File: src/sv/ycbcr_column_histogram_parade_assert.svh
// Assertion helpers for the parade scope; they expect clock and reset in scope.
`ifndef YCBCR_COLUMN_HISTOGRAM_PARADE_ASSERT_SVH
`define YCBCR_COLUMN_HISTOGRAM_PARADE_ASSERT_SVH

// Same-cycle implication.
`define YCHP_ASSERT_IMPLIES(label, ante, cons) \
   label: assert property (@(posedge clock) disable iff (reset) (ante) |-> (cons)) \
      else $error("ycbcr parade: implication check failed");

// Next-cycle implication.
`define YCHP_ASSERT_NEXT(label, ante, cons) \
   label: assert property (@(posedge clock) disable iff (reset) (ante) |=> (cons)) \
      else $error("ycbcr parade: next-cycle check failed");

`endif

File: src/sv/ychp_ram.sv
`default_nettype none

module ychp_ram #(
   parameter int WIDTH = 16,
   parameter int DEPTH = 256
) (
   input  wire logic                     clock,
   input  wire logic                     wr_en,
   input  wire logic [$clog2(DEPTH)-1:0] wr_addr,
   input  wire logic [WIDTH-1:0]         wr_data,
   input  wire logic                     rd_en,
   input  wire logic [$clog2(DEPTH)-1:0] rd_addr,
   output logic      [WIDTH-1:0]         rd_data
);

   logic [WIDTH-1:0] mem_ff [DEPTH];
   logic [WIDTH-1:0] rd_data_ff;

   always_ff @(posedge clock) begin
      if (wr_en) begin
         mem_ff[wr_addr] <= wr_data;
      end
      if (rd_en) begin
         rd_data_ff <= mem_ff[rd_addr];
      end
   end

   assign rd_data = rd_data_ff;

endmodule

`default_nettype wire

File: config.mk
export PLATFORM = sky130hd
export DESIGN_NAME = ychp_ram
export DESIGN_NICKNAME = d
export VERILOG_FILES = /design/src/sv/ycbcr_column_histogram_parade_assert.svh /design/src/sv/ychp_ram.sv
export SDC_FILE = /design/constraint.sdc
export NUM_CORES = 2
export LEC_CHECK = 0
export BUFFER_PORTS_ARGS = -buffer_cell sky130_fd_sc_hd__buf_4
export CAP_MARGIN = 15
export CORE_MARGIN = 1.5
export CORE_UTILIZATION = 50
export DETAILED_ROUTE_END_ITERATION = 8
export PLACE_DENSITY = 0.65
export SYNTH_ARGS = -nofsm -noshare
export SYNTH_HDL_FRONTEND = slang
export SYNTH_SLANG_ARGS = --single-unit
File: constraint.sdc
create_clock -name clock -period 3.95 [get_ports clock]
set_input_delay 0.79 -clock clock [delete_from_list [all_inputs] [get_ports clock]]
set_output_delay 0.79 -clock clock [all_outputs]
set_load 0.03 [all_outputs]
== Word-level counts from Yosys, hierarchy flattened ==
Memories as Yosys holds them, arrays and structs flattened. A register that Yosys moved wholly into a read port is not among the register bits.
Index checks and enable logic that the tools add are counted.
Storage, ports and cells
  bits in registers: 0
  bits in latches: 0
  memory bits (writable): 4096
  bits in read-only memories: 0
  bits of input ports: 35
  output and inout bits: 16
  memories: 1
Memory list
  mem_ff: depth 256, width 16, rd ports 1, clocked after memory_dff 1, wr ports 1, line ychp_ram.sv:16  | logic [WIDTH-1:0] mem_ff [DEPTH];
Operators by class
  add/sub/neg operators: 0
  multipliers: 0
  divide/modulo/power cells: 0
  $lt $le $gt $ge: 0
  equality and inequality tests: 0
  shift-type cells: 0
  multiplexer cells: 2
  bitwise gates (word level): 0
  reduce and logical (&&, ||, !) cells: 0
Operators with widths (count)
  two-way mux 1 bit: 2

== Logic depth before layout (Yosys ltp) ==
  depth in word-level cells: 2
  depth in mapped cells: 12

== Least setup slack after synthesis ==
Ideal clock, no wire load.
  path kind: in2reg
  from: in rd_addr[0]
  to: reg rd_data_ff[4] (netlist: rd_data[4]) (read register of mem_ff), data pin
  data arrival time: 2774 ps
  setup slack: 911 ps
  stages: 8
  cells stage by stage: buf_6 -> buf_6 -> buf_2 -> mux4_2 -> mux4_2 -> a22o_1 -> o32ai_2 -> nor4_2
RTL lines
  start: declaration: line ychp_ram.sv:12  | input wire logic [$clog2(DEPTH)-1:0] rd_addr,
  end: declaration: line ychp_ram.sv:17  | logic [WIDTH-1:0] rd_data_ff;

==> metrics <==
final wirelength=414000 microns; Yosys top cell area share=77.7%; reg2reg setup slack=750 ps; DP Wirelength=approximately 250000 microns; fin crit period=about 3400 ps; num rows=206; Async SR Flop Fraction=0%; reg-to-reg endpoint=rd_data[11]; CTS buffer count=approximately 410; worst path required time=about 4700 ps; htree depth=5; Slew Limit Fails=0; drt first-iter violations=about 11000; PostCTS Resize Cnt=0; max cap viols=0; Mapped Area=approximately 160000 sq um; hold_buf cts=0; layout cells sized above 1=between 20% and 30%; unrepaired setup endpoints after global routing=false; critical path's slowest cell=a22oi_1; Mapped Nets=7395; io pins=51; Non-Filler Instances=12500; Die Span X=approximately 570 microns; crit-path most repeated cell=buf_12; Data arrival, critical path=approximately 4200 ps; WL/cell=about 33 microns; worst slew pin tran=1230 ps; Final Hold Viols=0; status=finished, final reports clean; skew final=between 60 and 70 ps; DR DRC count=0; post-synth top area cell=edfxtp_1; Final nets=about 8000; clock latency on the worst-skew pair=around 980 ps; IO buf count=50; # Post-CTS Setup Buffers=0; CP Max Fanout=37; Rel. slew slack=between 10% and 20%; CP startpoint=rd_addr[2]; sequential share of the synthesized area=around 78%; Register-to-Register Path Depth=7; final hold slack=~250 ps; Die Ht=between 500 and 600 microns; Top FF cell, synth=edfxtp_1; Final Util=a little under three fifths; Synth area leaders=edfxtp_1 (78%), mux4_2 (11%), mux2i_1 (3.6%); Post-synth top cells=edfxtp_1 (4112), mux4_2 (797), mux2i_1 (565); worst setup margin=slightly above 500 ps; total track usage=about a quarter; vias post-DR=80300; Startpoint Class=primary input; vias in the first global route=slightly below 80000; dpl ws=-407 ps; top-count cell post-synth=edfxtp_1; Setup crit end=rd_data[1]; GPL Wtd Cong=between 0.8 and 0.9; #FFs+latches synth=roughly 4100; largest net degree at the start of global routing=between 100 and 150; Leak=58.1 nW; Cells after Synth=approximately 7400; GRT Residual Overflow=0; WS Path Type=primary input to register; Pwr per Cell Area=around 500 nW/um^2; Die ar.=around 320000 sq um; Warnings, synthesis=0; first-pass GRT wire length=586000 microns; Setup crit end kind=register; Sink Count=a little over 4000; root buffer cell=clkbuf_16; CTS tree=done; Via density=6.41; Yosys cell types=51; Initial Util=50.4%; Worst-path clk slew=about 60 ps; type of the worst min-delay path=primary input to register; initial antenna violation count=32; crit share post-route=a little under 90%; Longest Clk Path Bufs=4; Pre-Repair DR Iteration Count=6; worst vdd ir=405 uV; number of flops mapped to enable cells by yosys=about 4000; Worst path max stage delay=around 750 ps; final setup violating endpoints=0; placed cell count=between 10000 and 15000; Area Growth Syn to Fin=14.4%; maximum clock frequency=0.290 GHz; syn_area_per_cell=approximately 22 sq um; reg2reg start=mem_ff[3][11]; critical path, cell by cell=clkbuf_8 > nand2b_4 > buf_12 > buf_12 > buf_4 > o221ai_1 > o32ai_1 > a22oi_1 > nand4_1 > nor4_1; core area=around 320000 sq um; Detail Route Antenna Nets=0
per-layer routing:
layer	part of all wire (%)	global-route usage [%]	up-vias
met5	0.0065	0	-
met4	3.5	8.25	4
met3	9.3	4.27	647
met2	48	40.5	4233
met1	39	36.4	42800
li1	-	-	32700
cells in the final DEF, fill, tap and decap left out, types with 86 or more instances in the layout:
| master | netlist | routed |
|---|---|---|
| buf_4 | 26 | 590 |
| mux2i_1 | 565 | 565 |
| nor3_1 | 92 | 90 |
| mux2_2 | 88 | 88 |
| clkinv_2 | 0 | 86 |
| edfxtp_1 | 4112 | 4112 |
| a21oi_1 | 175 | 175 |
| o221ai_1 | 252 | 252 |
| clkbuf_16 | 0 | 407 |
| clkinv_1 | 0 | 90 |
| buf_12 | 5 | 100 |
| o22ai_1 | 148 | 148 |
| mux4_2 | 797 | 797 |
| nor2_1 | 304 | 259 |
critical path: cells and delay by family:
family	cells	cell delay (ps)
buffers and inverters	4	880
and+or+nand+nor	3	1220
AOI/OAI and AO/OA	3	1180
where the power goes:
group | internal [W] | total (W) | switching, W
Clock | 0.0219 | 0.0384 | 0.0165
Combinational | 0.00169 | 0.00471 | 0.00302
Sequential | 0.0481 | 0.0482 | 0.0000749
sequential cells by signal, summed over array words and instances (netlist names):
register	count
rd_data	16
mem_ff	4096
worst min-delay path by stage:
stage,startpoint,endpoint,depth (start not counted)
2_1_floorplan,wr_data[0],mem_ff[0][0],0
3_3_place_gp,mem_ff[232][15],rd_data[15],6
3_5_place_dp,mem_ff[233][15],rd_data[15],6
4_1_cts,rd_en,rd_data[2],1
5_1_grt,rd_en,rd_data[2],1
6_report,rd_en,rd_data[2],1
through the flow:
stage          instance area, sq um  power (W)  setup TNS (ps)
2_1_floorplan                159000     0.0515               0
4_1_cts                      182000     0.0917               0
3_3_place_gp                 168000     0.0537           -1440
5_1_grt                      182000     0.0935               0
6_report                     182000     0.0913               0
3_5_place_dp                 168000     0.0538           -1340
cell families (layout without fill, tap and decap cells):
| logic type | count (synthesis) | count (layout) | synth area share, % |
|---|---|---|---|
| buf+inv | 456 | 1458 | 1.69 |
| flops | 4112 | 4112 | 77.7 |
| compound gates | 786 | 786 | 3.53 |
| simple gates | 556 | 556 | 1.57 |
| mux | 1450 | 1450 | 15.5 |
| other cells | 0 | 15 | 0 |
cell type report:
class	count	area (sq um)
Tap cell	4160	5200
Fill cell	22800	134000
Clock buffer	472	10400
Clock inverter	271	2860
Multi-Input combinational cell	2792	32900
Timing Repair Buffer	711	6750
Inverter	4	27.5
Sequential cell	4112	123000
Antenna cell	15	37.5
(Power assumes the default switching activity.)
